$ cat src/rtl/mevk_pkg.sv
`timescale 1ns / 1ps
// ----------------------------------------------------------------------------
// mevk_pkg
// Shared types, codes and the modifier decode table of the MIDI key mapper.
// ----------------------------------------------------------------------------
package mevk_pkg;

  localparam int NUM_SLOTS = 16;
  localparam int SLOT_W    = (NUM_SLOTS > 1) ? $clog2(NUM_SLOTS) : 1;

  // Slot modes.
  localparam logic [3:0] MODE_OFF     = 4'd0;
  localparam logic [3:0] MODE_NOTE    = 4'd1;
  localparam logic [3:0] MODE_PC_UP   = 4'd2;
  localparam logic [3:0] MODE_PC_DN   = 4'd3;
  localparam logic [3:0] MODE_CC_MAX  = 4'd4;
  localparam logic [3:0] MODE_CC_MIN  = 4'd5;
  localparam logic [3:0] MODE_CC_HIGH = 4'd6;
  localparam logic [3:0] MODE_CC_LOW  = 4'd7;
  localparam logic [3:0] MODE_SL_UP   = 4'd8;
  localparam logic [3:0] MODE_SL_DN   = 4'd9;

  // Result actions.
  localparam logic [1:0] ACT_PRESS   = 2'd0;
  localparam logic [1:0] ACT_RELEASE = 2'd1;
  localparam logic [1:0] ACT_TAP     = 2'd2;
  localparam logic [1:0] ACT_PASS    = 2'd3;

  // MIDI message types (upper status nibble).
  localparam logic [3:0] TYPE_NOTE_OFF = 4'h8;
  localparam logic [3:0] TYPE_NOTE_ON  = 4'h9;
  localparam logic [3:0] TYPE_CC       = 4'hb;
  localparam logic [3:0] TYPE_PROG     = 4'hc;

  // Controller value thresholds.
  localparam logic [6:0] CC_FULL   = 7'd127;
  localparam logic [6:0] CC_MID    = 7'd64;
  localparam logic [6:0] SL_HI_LIM = 7'd100;
  localparam logic [6:0] SL_LO_LIM = 7'd27;

  typedef struct packed {
    logic [3:0] mode;
    logic [6:0] number;
    logic [3:0] mod_code;
    logic [7:0] key;
  } slot_t;

  typedef struct packed {
    logic  held;
    slot_t slot;
  } cell_t;

  typedef struct packed {
    logic [3:0] msg_type;
    logic [6:0] d1;
    logic [6:0] d2;
    logic [6:0] last_prog;
    logic       listen_ok;
  } msg_t;

  typedef struct packed {
    logic       fire;
    logic [1:0] action;
    logic       held_nxt;
  } match_t;

  // Modifier code to mask: bit0 shift, bit1 control, bit2 alt, bit3 meta.
  function automatic logic [3:0] mod_decode(input logic [3:0] code);
    logic [3:0] m;
    case (code)
      4'd0:    m = 4'd0;
      4'd1:    m = 4'd1;
      4'd2:    m = 4'd2;
      4'd3:    m = 4'd4;
      4'd4:    m = 4'd8;
      4'd5:    m = 4'd3;
      4'd6:    m = 4'd5;
      4'd7:    m = 4'd9;
      4'd8:    m = 4'd6;
      4'd9:    m = 4'd10;
      4'd10:   m = 4'd12;
      4'd11:   m = 4'd7;
      4'd12:   m = 4'd11;
      4'd13:   m = 4'd13;
      4'd14:   m = 4'd14;
      default: m = 4'd15;
    endcase
    return m;
  endfunction

endpackage

$ cat src/rtl/mevk_cell.sv
`timescale 1ns / 1ps
// ----------------------------------------------------------------------------
// mevk_cell
// One slot of the ring: holds a slot entry and its held mark.
// ----------------------------------------------------------------------------
module mevk_cell (
  input  logic            clk,
  input  logic            rst_n,
  input  logic            wr_en,
  input  mevk_pkg::slot_t wr_slot,
  input  logic            shift_en,
  input  mevk_pkg::cell_t shift_in,
  output mevk_pkg::cell_t q
);
  import mevk_pkg::*;

  cell_t q_r, q_nxt;

  // A shift moves the whole entry; a slot write leaves the held mark alone.
  always_comb begin
    q_nxt = q_r;
    if (shift_en) begin
      q_nxt = shift_in;
    end else if (wr_en) begin
      q_nxt.slot = wr_slot;
    end
  end

  always_ff @(posedge clk) begin
    if (!rst_n) begin
      q_r.held          <= 1'b0;
      q_r.slot.mode     <= MODE_OFF;
      q_r.slot.number   <= '0;
      q_r.slot.mod_code <= '0;
      q_r.slot.key      <= '0;
    end else begin
      q_r <= q_nxt;
    end
  end

  assign q = q_r;

endmodule

$ cat src/rtl/mevk_match.sv
`timescale 1ns / 1ps
// ----------------------------------------------------------------------------
// mevk_match
// Checks the slot at the head of the ring against the current message.
// ----------------------------------------------------------------------------
module mevk_match (
  input  mevk_pkg::cell_t  head,
  input  mevk_pkg::msg_t   msg,
  output mevk_pkg::match_t res
);
  import mevk_pkg::*;

  logic       hit;
  logic       want;
  logic       cc_tap;
  logic       slider;
  logic [3:0] m;

  assign m      = head.slot.mode;
  assign hit    = (msg.d1 == head.slot.number);
  assign slider = (m == MODE_SL_UP) || (m == MODE_SL_DN);
  assign cc_tap = ((m == MODE_CC_MAX)  && (msg.d2 == CC_FULL)) ||
                  ((m == MODE_CC_MIN)  && (msg.d2 == 7'd0))    ||
                  ((m == MODE_CC_HIGH) && (msg.d2 >  CC_MID))  ||
                  ((m == MODE_CC_LOW)  && (msg.d2 <  CC_MID));

  always_comb begin
    if (msg.d2 > SL_HI_LIM) begin
      want = (m == MODE_SL_UP);
    end else if (msg.d2 < SL_LO_LIM) begin
      want = (m == MODE_SL_DN);
    end else begin
      want = 1'b0;
    end
  end

  always_comb begin
    res.fire     = 1'b0;
    res.action   = ACT_TAP;
    res.held_nxt = head.held;
    if (msg.listen_ok) begin
      case (msg.msg_type)
        TYPE_NOTE_ON: begin
          res.fire   = hit && (m == MODE_NOTE);
          res.action = ACT_PRESS;
        end
        TYPE_NOTE_OFF: begin
          res.fire   = hit && (m == MODE_NOTE);
          res.action = ACT_RELEASE;
        end
        TYPE_PROG: begin
          // The 7-bit sums wrap the program number around.
          res.fire = ((m == MODE_PC_UP) && (msg.d1 == msg.last_prog + 7'd1)) ||
                     ((m == MODE_PC_DN) && (msg.d1 == msg.last_prog - 7'd1));
        end
        TYPE_CC: begin
          if (hit && cc_tap) begin
            res.fire = 1'b1;
          end else if (hit && slider) begin
            if (want && !head.held) begin
              res.fire     = 1'b1;
              res.action   = ACT_PRESS;
              res.held_nxt = 1'b1;
            end else if (!want && head.held) begin
              res.fire     = 1'b1;
              res.action   = ACT_RELEASE;
              res.held_nxt = 1'b0;
            end
          end
        end
        default: begin
          res.fire = 1'b0;
        end
      endcase
    end
  end

endmodule

$ cat src/rtl/midi_event_to_key_action_mapper.sv
`timescale 1ns / 1ps
// ----------------------------------------------------------------------------
// midi_event_to_key_action_mapper
// Maps three-byte MIDI messages to key press, release and tap actions.
// ----------------------------------------------------------------------------
// Usage. Items enter on the in_ stream. in_tuser selects a slot write (1) or
// a MIDI message (0). A slot write yields no transfer on the out_ stream. A
// message is checked against every slot in order; each matching slot yields
// one result, and a message that matches nothing is returned as a single
// pass-through result. out_tlast marks the final result of a message,
// out_tuser carries the action code.
// Operation: the slots sit in a ring of cells that rotates one position per
// cycle, while the output register is free, past a single match unit. After
// its transfer a message is scanned through all NUM_SLOTS slots and then
// closed in a final step that hands over the last result. No new message or
// slot write is accepted until the block is idle again. A key action is held
// back in the pending register until the next hit or the end of the scan
// shows whether it is the final one, and then moves to the output register.
// Stalls: a result waits in the output register; while it is not taken the
// ring stops rotating, so nothing is lost and the order is kept.
// Reset: all slots are off, every held mark and last program is zero and the
// listen channel is 0 (any channel). listen_channel sits at address 0 of the
// cfg_ port and must be written only while the block is idle; the block
// itself does not enforce this.
// ----------------------------------------------------------------------------
module midi_event_to_key_action_mapper (
  input  logic        clk,
  input  logic        rst_n,
  // in_tdata, from bit 0: status_byte[7:0], first_data[15:8],
  // second_data[23:16], slot_index[27:24], slot_mode[31:28],
  // slot_number[38:32], slot_modifier_code[42:39], slot_key[50:43], zeros.
  input  logic [55:0] in_tdata,
  // in_tuser: req_type.
  input  logic        in_tuser,
  input  logic        in_tvalid,
  output logic        in_tready,
  // out_tdata, from bit 0: matched_slot[3:0], key_code[11:4],
  // modifier_mask[15:12], pass_status[23:16], pass_first[31:24],
  // pass_second[39:32].
  output logic [39:0] out_tdata,
  // out_tuser: action.
  output logic [1:0]  out_tuser,
  output logic        out_tlast,
  output logic        out_tvalid,
  input  logic        out_tready,
  input  logic        cfg_psel,
  input  logic        cfg_penable,
  input  logic        cfg_pwrite,
  input  logic [2:0]  cfg_paddr,
  input  logic [31:0] cfg_pwdata,
  output logic [31:0] cfg_prdata,
  output logic        cfg_pready
);
  import mevk_pkg::*;

  typedef enum logic [2:0] {
    ST_IDLE = 3'b001,
    ST_SCAN = 3'b010,
    ST_DONE = 3'b100
  } state_t;

  // One result as held in the pending and output registers.
  typedef struct packed {
    logic [1:0] action;
    logic [3:0] slot;
    logic [7:0] key;
    logic [3:0] mask;
    logic [7:0] p_status;
    logic [7:0] p_first;
    logic [7:0] p_second;
    logic       last;
  } result_t;

  state_t      state_r, state_nxt;
  logic [SLOT_W-1:0] cnt_r, cnt_nxt;
  logic [4:0]  listen_r, listen_nxt;
  logic [6:0]  last_prog_r [16];
  msg_t        msg_r, msg_nxt;
  logic [7:0]  raw_status_r, raw_first_r, raw_second_r;
  logic        pend_valid_r, pend_valid_nxt;
  result_t     pend_r, pend_nxt;
  logic        out_valid_r, out_valid_nxt;
  result_t     out_r, out_nxt;

  // Input fields.
  logic [7:0]  in_status, in_first, in_second;
  logic [3:0]  in_idx, in_mode, in_mod;
  logic [6:0]  in_number;
  logic [7:0]  in_key;
  logic [3:0]  in_chan;
  logic        in_xfer, msg_go, wr_go, cfg_wr;
  logic        out_free, step;
  slot_t       wr_slot;
  cell_t       cell_q [NUM_SLOTS];
  cell_t       head_upd;
  match_t      mres;
  result_t     hit_res, pass_res;

  assign in_status = in_tdata[7:0];
  assign in_first  = in_tdata[15:8];
  assign in_second = in_tdata[23:16];
  assign in_idx    = in_tdata[27:24];
  assign in_mode   = in_tdata[31:28];
  assign in_number = in_tdata[38:32];
  assign in_mod    = in_tdata[42:39];
  assign in_key    = in_tdata[50:43];
  assign in_chan   = in_status[3:0];

  assign in_tready = (state_r == ST_IDLE);
  assign in_xfer   = in_tvalid && in_tready;
  assign msg_go    = in_xfer && !in_tuser;
  assign wr_go     = in_xfer && in_tuser;
  assign out_free  = !out_valid_r || out_tready;
  assign step      = (state_r == ST_SCAN) && out_free;

  // Mode codes above slider down are stored as slider down.
  assign wr_slot.mode     = (in_mode > MODE_SL_DN) ? MODE_SL_DN : in_mode;
  assign wr_slot.number   = in_number;
  assign wr_slot.mod_code = in_mod;
  assign wr_slot.key      = in_key;

  // Configuration port.
  assign cfg_pready = 1'b1;
  assign cfg_wr     = cfg_psel && cfg_penable && cfg_pwrite && cfg_pready;
  assign cfg_prdata = (cfg_paddr[2] == 1'b0) ? {27'd0, listen_r} : 32'd0;
  assign listen_nxt = (cfg_wr && (cfg_paddr[2] == 1'b0)) ? cfg_pwdata[4:0] : listen_r;

  // The ring of slot cells: cell 0 is the head seen by the match unit, and
  // the head comes back at the tail with its held mark updated.
  assign head_upd.held = mres.held_nxt;
  assign head_upd.slot = cell_q[0].slot;

  for (genvar i = 0; i < NUM_SLOTS; i++) begin : g_cell
    cell_t sin;
    logic  wsel;
    if (i == NUM_SLOTS - 1) begin : g_tail
      assign sin = head_upd;
    end else begin : g_mid
      assign sin = cell_q[i+1];
    end
    assign wsel = wr_go && ({4'd0, in_idx} == 8'(i));
    mevk_cell u_cell (
      .clk      (clk),
      .rst_n    (rst_n),
      .wr_en    (wsel),
      .wr_slot  (wr_slot),
      .shift_en (step),
      .shift_in (sin),
      .q        (cell_q[i])
    );
  end

  mevk_match u_match (
    .head (cell_q[0]),
    .msg  (msg_r),
    .res  (mres)
  );

  // A message is decoded once at its transfer; note on with velocity zero
  // becomes note off.
  always_comb begin
    msg_nxt = msg_r;
    if (msg_go) begin
      msg_nxt.d1        = in_first[6:0];
      msg_nxt.d2        = in_second[6:0];
      msg_nxt.last_prog = last_prog_r[in_chan];
      msg_nxt.listen_ok = (listen_r == 5'd0) || (listen_r == {1'b0, in_chan} + 5'd1);
      if ((in_status[7:4] == TYPE_NOTE_ON) && (in_second[6:0] == 7'd0)) begin
        msg_nxt.msg_type = TYPE_NOTE_OFF;
      end else begin
        msg_nxt.msg_type = in_status[7:4];
      end
    end
  end

  always_comb begin
    hit_res.action   = mres.action;
    hit_res.slot     = 4'(cnt_r);
    hit_res.key      = cell_q[0].slot.key;
    hit_res.mask     = mod_decode(cell_q[0].slot.mod_code);
    hit_res.p_status = 8'd0;
    hit_res.p_first  = 8'd0;
    hit_res.p_second = 8'd0;
    hit_res.last     = 1'b0;

    pass_res.action   = ACT_PASS;
    pass_res.slot     = 4'd0;
    pass_res.key      = 8'd0;
    pass_res.mask     = 4'd0;
    pass_res.p_status = raw_status_r;
    pass_res.p_first  = raw_first_r;
    pass_res.p_second = raw_second_r;
    pass_res.last     = 1'b1;
  end

  // Sequencer. A hit is parked in the pending register until the next hit
  // or the end of the scan tells whether it is the final result.
  always_comb begin
    state_nxt      = state_r;
    cnt_nxt        = cnt_r;
    pend_valid_nxt = pend_valid_r;
    pend_nxt       = pend_r;
    out_valid_nxt  = out_valid_r && !out_tready;
    out_nxt        = out_r;
    case (state_r)
      ST_IDLE: begin
        cnt_nxt = '0;
        if (msg_go) begin
          state_nxt = ST_SCAN;
        end
      end
      ST_SCAN: begin
        if (step) begin
          if (mres.fire) begin
            if (pend_valid_r) begin
              out_valid_nxt = 1'b1;
              out_nxt       = pend_r;
            end
            pend_valid_nxt = 1'b1;
            pend_nxt       = hit_res;
          end
          if (cnt_r == SLOT_W'(NUM_SLOTS - 1)) begin
            cnt_nxt   = '0;
            state_nxt = ST_DONE;
          end else begin
            cnt_nxt = cnt_r + 1'b1;
          end
        end
      end
      ST_DONE: begin
        if (out_free) begin
          out_valid_nxt  = 1'b1;
          pend_valid_nxt = 1'b0;
          if (pend_valid_r) begin
            out_nxt      = pend_r;
            out_nxt.last = 1'b1;
          end else begin
            out_nxt = pass_res;
          end
          state_nxt = ST_IDLE;
        end
      end
      default: begin
        state_nxt = ST_IDLE;
      end
    endcase
  end

  always_ff @(posedge clk) begin
    if (!rst_n) begin
      state_r      <= ST_IDLE;
      cnt_r        <= '0;
      listen_r     <= 5'd0;
      pend_valid_r <= 1'b0;
      out_valid_r  <= 1'b0;
      for (int k = 0; k < 16; k++) begin
        last_prog_r[k] <= 7'd0;
      end
    end else begin
      state_r      <= state_nxt;
      cnt_r        <= cnt_nxt;
      listen_r     <= listen_nxt;
      pend_valid_r <= pend_valid_nxt;
      out_valid_r  <= out_valid_nxt;
      // The scan uses the copy latched into msg_r, so the channel's last
      // program can be updated right at the transfer.
      if (msg_go && (in_status[7:4] == TYPE_PROG)) begin
        last_prog_r[in_chan] <= in_first[6:0];
      end
    end
  end

  always_ff @(posedge clk) begin
    msg_r  <= msg_nxt;
    pend_r <= pend_nxt;
    out_r  <= out_nxt;
    if (msg_go) begin
      raw_status_r <= in_status;
      raw_first_r  <= in_first;
      raw_second_r <= in_second;
    end
  end

  assign out_tvalid = out_valid_r;
  assign out_tuser  = out_r.action;
  assign out_tlast  = out_r.last;
  assign out_tdata  = {out_r.p_second, out_r.p_first, out_r.p_status,
                       out_r.mask, out_r.key, out_r.slot};

`ifndef ASSERT_OFF
  a_pend_idle: assert property (@(posedge clk) disable iff (!rst_n)
    pend_valid_r |-> (state_r != ST_IDLE))
    else $error("pending result outside of a scan");

  a_msg_blocks: assert property (@(posedge clk) disable iff (!rst_n)
    msg_go |=> !in_tready)
    else $error("input accepted during a scan");

  a_done_last: assert property (@(posedge clk) disable iff (!rst_n)
    ((state_r == ST_DONE) && out_free) |=> (out_tvalid && out_tlast))
    else $error("scan ended without a final result");

  a_cnt_idle: assert property (@(posedge clk) disable iff (!rst_n)
    (state_r == ST_IDLE) |-> (cnt_r == '0))
    else $error("slot counter not cleared while idle");
`endif

endmodule
$ cat config.mk
export PLATFORM = sky130hd
export DESIGN_NAME = midi_event_to_key_action_mapper
export DESIGN_NICKNAME = d
export VERILOG_FILES = /design/src/rtl/mevk_pkg.sv /design/src/rtl/mevk_cell.sv /design/src/rtl/mevk_match.sv /design/src/rtl/midi_event_to_key_action_mapper.sv
export SDC_FILE = /design/constraint.sdc
export NUM_CORES = 1
export LEC_CHECK = 0
export BUFFER_PORTS_ARGS = -buffer_cell sky130_fd_sc_hd__buf_2
export CAP_MARGIN = 20
export CORE_MARGIN = 8
export CORE_UTILIZATION = 50
export CTS_BUF_LIST = sky130_fd_sc_hd__clkbuf_4 sky130_fd_sc_hd__clkbuf_8
export DETAILED_ROUTE_END_ITERATION = 7
export PLACE_DENSITY = 0.74
export SLEW_MARGIN = 20
export SYNTH_ARGS = -nofsm -noshare
export SYNTH_HDL_FRONTEND = slang
export SYNTH_SLANG_ARGS = --single-unit
$ cat constraint.sdc
create_clock -name clk -period 8.67 [get_ports clk]
set_input_delay 0.867 -clock clk [delete_from_list [all_inputs] [get_ports clk]]
set_output_delay 0.867 -clock clk [all_outputs]
set_load 0.02 [all_outputs]
==> results_tabular.tex <==
\begin{tabular}{lr}
\hline
Metric & Value \\
\hline
\multicolumn{2}{l}{\textbf{Outcome}} \\
Status & finished clean \\
\multicolumn{2}{l}{\textbf{Clock tree}} \\
Clock tree root driver cell & sky130\_fd\_sc\_hd\_\_clkbuf\_8 \\
Reg clk slew, reported paths & 0.06 ns \\
CTS tree & done \\
Post-CTS Hold Buffers & 0 \\
TritonCTS Buffers & 97 \\
Count of instances resized after the clock tree is built & 0 \\
Post-CTS setup-driven buffer insertion count & 0 \\
Later-pin clock latency in the skew report & 0.69 ns \\
Clock Sink Count & 607 \\
Clock Tree Buf Depth & 3 \\
Max H-tree Level & 3 \\
\multicolumn{2}{l}{\textbf{GRT}} \\
Wire length of the first global-routing pass & between 100000 and 150000 µm \\
Via count of the first global-routing pass & 19684 \\
Overflow after GRT & 0 \\
Global Route Usage Sum & 19.8\% \\
Maximum number of pins on one net before global-route repair & 250 \\
Number of antenna violations at the first check in global routing & 6 \\
\multicolumn{2}{l}{\textbf{STA}} \\
Total of endpoints with negative setup slack in the final report & 0 \\
Slew Viols, Final & 0 \\
Hold violation count in the final report & 0 \\
RSZ-0062 raised after global routing & no \\
Final critical-path setup slack & 4.69 ns \\
Clock period minus worst slack & 3.98 ns \\
Maximum clock frequency & 252 MHz \\
Worst Max-Slew Pin Slew & 1.10 ns \\
Slew HR & 26.1\% \\
Total negative slack for setup checks & 0 ns \\
Post-Route Skew & 0.0485 ns \\
Period utilization & 45.9\% \\
\multicolumn{2}{l}{\textbf{Power}} \\
IR Drop Worst-Case VDD & 104 µV \\
Power spent charging and discharging nets & 0.00174 W \\
Internal power of the cells & between 0.005 and 0.006 W \\
Power per standard cell area & 228 nW/µm² \\
Portion of total power attributed to sequential cells & 48.3\% \\
P\_leak & 10.7 nW \\
Net switching share of the total power & 25.5\% \\
Clk network pwr share & 41.3\% \\
Combinational group share of total power & 10.3\% \\
\multicolumn{2}{l}{\textbf{Cells and area}} \\
Commonest non-fill, non-tap cell in the layout & sky130\_fd\_sc\_hd\_\_dfxtp\_1 \\
Most frequent cells in the layout & 398 x sky130\_fd\_sc\_hd\_\_dfxtp\_1, 387 x sky130\_fd\_sc\_hd\_\_nor2\_1, 257 x sky130\_fd\_sc\_hd\_\_mux2i\_1 \\
Area added between synthesis and finish & 10.1\% \\
Proportion of layout cells with a drive suffix above 1 & between 10\% and 20\% \\
Total Nets Final & about 2700 \\
\multicolumn{2}{l}{\textbf{Floorplan}} \\
Floorplan die area & 62100 µm² \\
Boundary Pins & 177 \\
Width of the chip & 249 µm \\
Initial core utilization & between 50 and 60\% \\
Row Count & 85 \\
Core Footprint & $\sim$54000 µm² \\
Die Y-Extent & $\sim$250 µm \\
\multicolumn{2}{l}{\textbf{Routing}} \\
Final routed wirelength across all metal layers & approximately 63000 µm \\
First-pass DRT Iterations & 5 \\
Total via count after detailed routing & 19567 \\
Routed WL per cell & 18.7 µm \\
Vias per Instance & 5.77 \\
Final ANT Viol Nets & 0 \\
DRC viols & 0 \\
Number of DRC violations after detailed-routing iteration 0 & 1456 \\
\multicolumn{2}{l}{\textbf{Critical path}} \\
Kind of capture point of the worst setup path & flop \\
Critical-path maximum fanout & 43 \\
Type of the worst setup path & flop to flop \\
Source of the worst register-to-register timing path & msg\_r[9]\$\_DFFE\_PP\_ \\
Crit start category & flop \\
Critical R2R Capture & out\_tdata[35]\$\_SDFFCE\_PP0P\_ \\
Required time reported for the critical path endpoint & 8.96 ns \\
Worst path arrival time & 4.26 ns \\
Worst reg2reg setup slack & 4.69 ns \\
Reg2Reg Depth & 14 \\
\multicolumn{2}{l}{\textbf{Placed design}} \\
Setup slack after placement & 4.75 ns \\
Detailed-placement wirelength estimate & 39900 µm \\
Port-buffer cells & between 100 and 150 \\
Final weighted congestion of routability-driven global placement & 0.829 \\
\multicolumn{2}{l}{\textbf{Synth}} \\
Post-Synthesis Cell Area & between 20000 and 30000 µm² \\
Share of flip-flops with an asynchronous set or reset after synthesis & 0\% \\
Number of library cell types mapped by synthesis & 72 \\
Syn\_area\_per\_cell & 10.4 µm² \\
Synth top area cells & sky130\_fd\_sc\_hd\_\_dfxtp\_1 29\%, sky130\_fd\_sc\_hd\_\_edfxtp\_1 23\%, sky130\_fd\_sc\_hd\_\_mux2i\_1 9.5\%, sky130\_fd\_sc\_hd\_\_a211oi\_1 7.0\%, sky130\_fd\_sc\_hd\_\_nor2\_1 5.4\% \\
Biggest area consumer among synthesized cells & sky130\_fd\_sc\_hd\_\_dfxtp\_1 \\
Synth warnings & 0 \\
Cell count after synthesis & roughly 2600 \\
Number of synthesized register bits & 607 \\
Portion of synthesized cell area occupied by the leading cell type & 29.3\% \\
Sequential area share after synthesis & 52.4\% \\
Most used flip-flop cell after synthesis & sky130\_fd\_sc\_hd\_\_dfxtp\_1 \\
Number of flops mapped to enable cells by yosys & roughly 210 \\
\multicolumn{2}{l}{\textbf{Worst hold path}} \\
Worst hold path startpoint & in\_tdata[23] \\
Destination of the worst hold path & raw\_second\_r[7]\$\_DFFE\_PP\_ \\
Hold Crit Depth & 1 \\
Worst min-delay path class & primary input to flop \\
\multicolumn{2}{l}{\textbf{Job}} \\
Max-capacitance violation count & 0 \\
\hline
\end{tabular}
-- layout make-up --
class	count	area (µm²)
Clock inverter	36	452
Timing Repair Buffer	136	783
Multi-Input combinational cell	1749	11700
Antenna cell	2	5.00
Sequential cell	607	14200
Inverter	20	82.6
Tap cell	696	871
Fill cell	4471	23900
Clock buffer	145	1840
-- cell families after synthesis --
logic type | share of synthesized area [%]
mux | 12.6
xor+xnor | 0.737
flops | 52.4
other cells | 0.0276
compound gates | 13.3
buf+inv | 5.34
fa+ha+maj | 0.690
simple gates | 14.9
-- cell usage after synthesis (all sizes together), types with 3 or more instances --
cell type	count
and3	26
or3	4
o211ai	11
nand3b	5
mux4	37
o32ai	3
edfxtp	209
and2	113
a211oi	252
a311oi	85
or2	3
o21ai	26
nor4	4
nand2	245
a22oi	34
nor3	19
buf	131
clkbuf	126
nand4	5
nand3	26
xnor2	13
nor2	398
mux2i	257
nand2b	12
a31oi	5
dfxtp	398
xor2	9
nor2b	25
a21oi	63
nor3b	3
inv	20
ha	15
-- metrics by stage --
stage          instance area (µm²)  utilization [%]  std cells  hold slack, ns  power, W
2_1_floorplan                27300                -       2636           0.431   0.00387
6_report                     29900             55.6       3391           0.390   0.00683
5_1_grt                      29900             55.6       3391           0.352   0.00711
3_3_place_gp                 27600             51.3       3207           0.437   0.00403
4_1_cts                      29900             55.6       3388           0.337   0.00689
3_5_place_dp                 27600             51.3       3207           0.445   0.00406
-- state kept, by name (all words and copies together), names as in the netlist --
name and cells:
out_tvalid 1, pend_r 18, out_tdata 40, cnt_r 4, out_tlast 1, pend_valid_r 1
g_cell.u_cell.q 384, listen_r 5, raw_status_r 8, state_r 3, raw_first_r 2, out_tuser 2
msg_r 24, last_prog_r 112, raw_second_r 2
-- worst max-delay path by stage --
stage,from,end,slack [ns],cells past startpoint
2_1_floorplan,msg_r[9]$_DFFE_PP_,out_tdata[0]$_DFFE_PP_,3.85,13
3_3_place_gp,msg_r[9]$_DFFE_PP_,out_tuser[0]$_DFFE_PP_,4.80,14
3_5_place_dp,msg_r[9]$_DFFE_PP_,out_tuser[1]$_DFFE_PP_,4.75,14
4_1_cts,g_cell[0].u_cell.q[19]$_SDFFE_PN0P_,out_tdata[36]$_SDFFCE_PP0P_,4.71,13
5_1_grt,g_cell[0].u_cell.q[19]$_SDFFE_PN0P_,out_tdata[36]$_SDFFCE_PP0P_,4.45,13
6_report,msg_r[9]$_DFFE_PP_,out_tdata[35]$_SDFFCE_PP0P_,4.69,14
-- layer usage --
metal | global-route usage [%] | routed length (µm)
met2 | 34.1 | 31600
met4 | 6.69 | 1370
met5 | 0 | 34
met3 | 3.48 | 3270
met1 | 24.9 | 27000
-- critical path, stage by stage, from the launching register on --
cell and delay, ns:
sky130_fd_sc_hd__edfxtp_1 0.45, sky130_fd_sc_hd__a21oi_1 0.18, sky130_fd_sc_hd__nor2_1 0.06, sky130_fd_sc_hd__nor3_1 0.17, sky130_fd_sc_hd__a31oi_1 0.07, sky130_fd_sc_hd__nor2_1 0.20, sky130_fd_sc_hd__ha_1 0.27, sky130_fd_sc_hd__nor4b_1 0.34
sky130_fd_sc_hd__nand4_1 0.18, sky130_fd_sc_hd__o211a_1 0.15, sky130_fd_sc_hd__a221o_1 0.35, sky130_fd_sc_hd__o41ai_1 0.10, sky130_fd_sc_hd__o2111ai_2 0.27, sky130_fd_sc_hd__a221oi_4 0.27, sky130_fd_sc_hd__buf_4 0.52
-- power groups by stage --
stage | Sequential (W) | Clock [W] | Combinational [W]
after global placement | 0.00335 | 0 | 0.000678
after floorplan | 0.00333 | 0 | 0.000539
final | 0.00330 | 0.00282 | 0.000707
after CTS | 0.00330 | 0.00288 | 0.000707
after detailed placement | 0.00336 | 0 | 0.000702
after global routing | 0.00332 | 0.00301 | 0.000781
(Power assumes the default switching activity.)
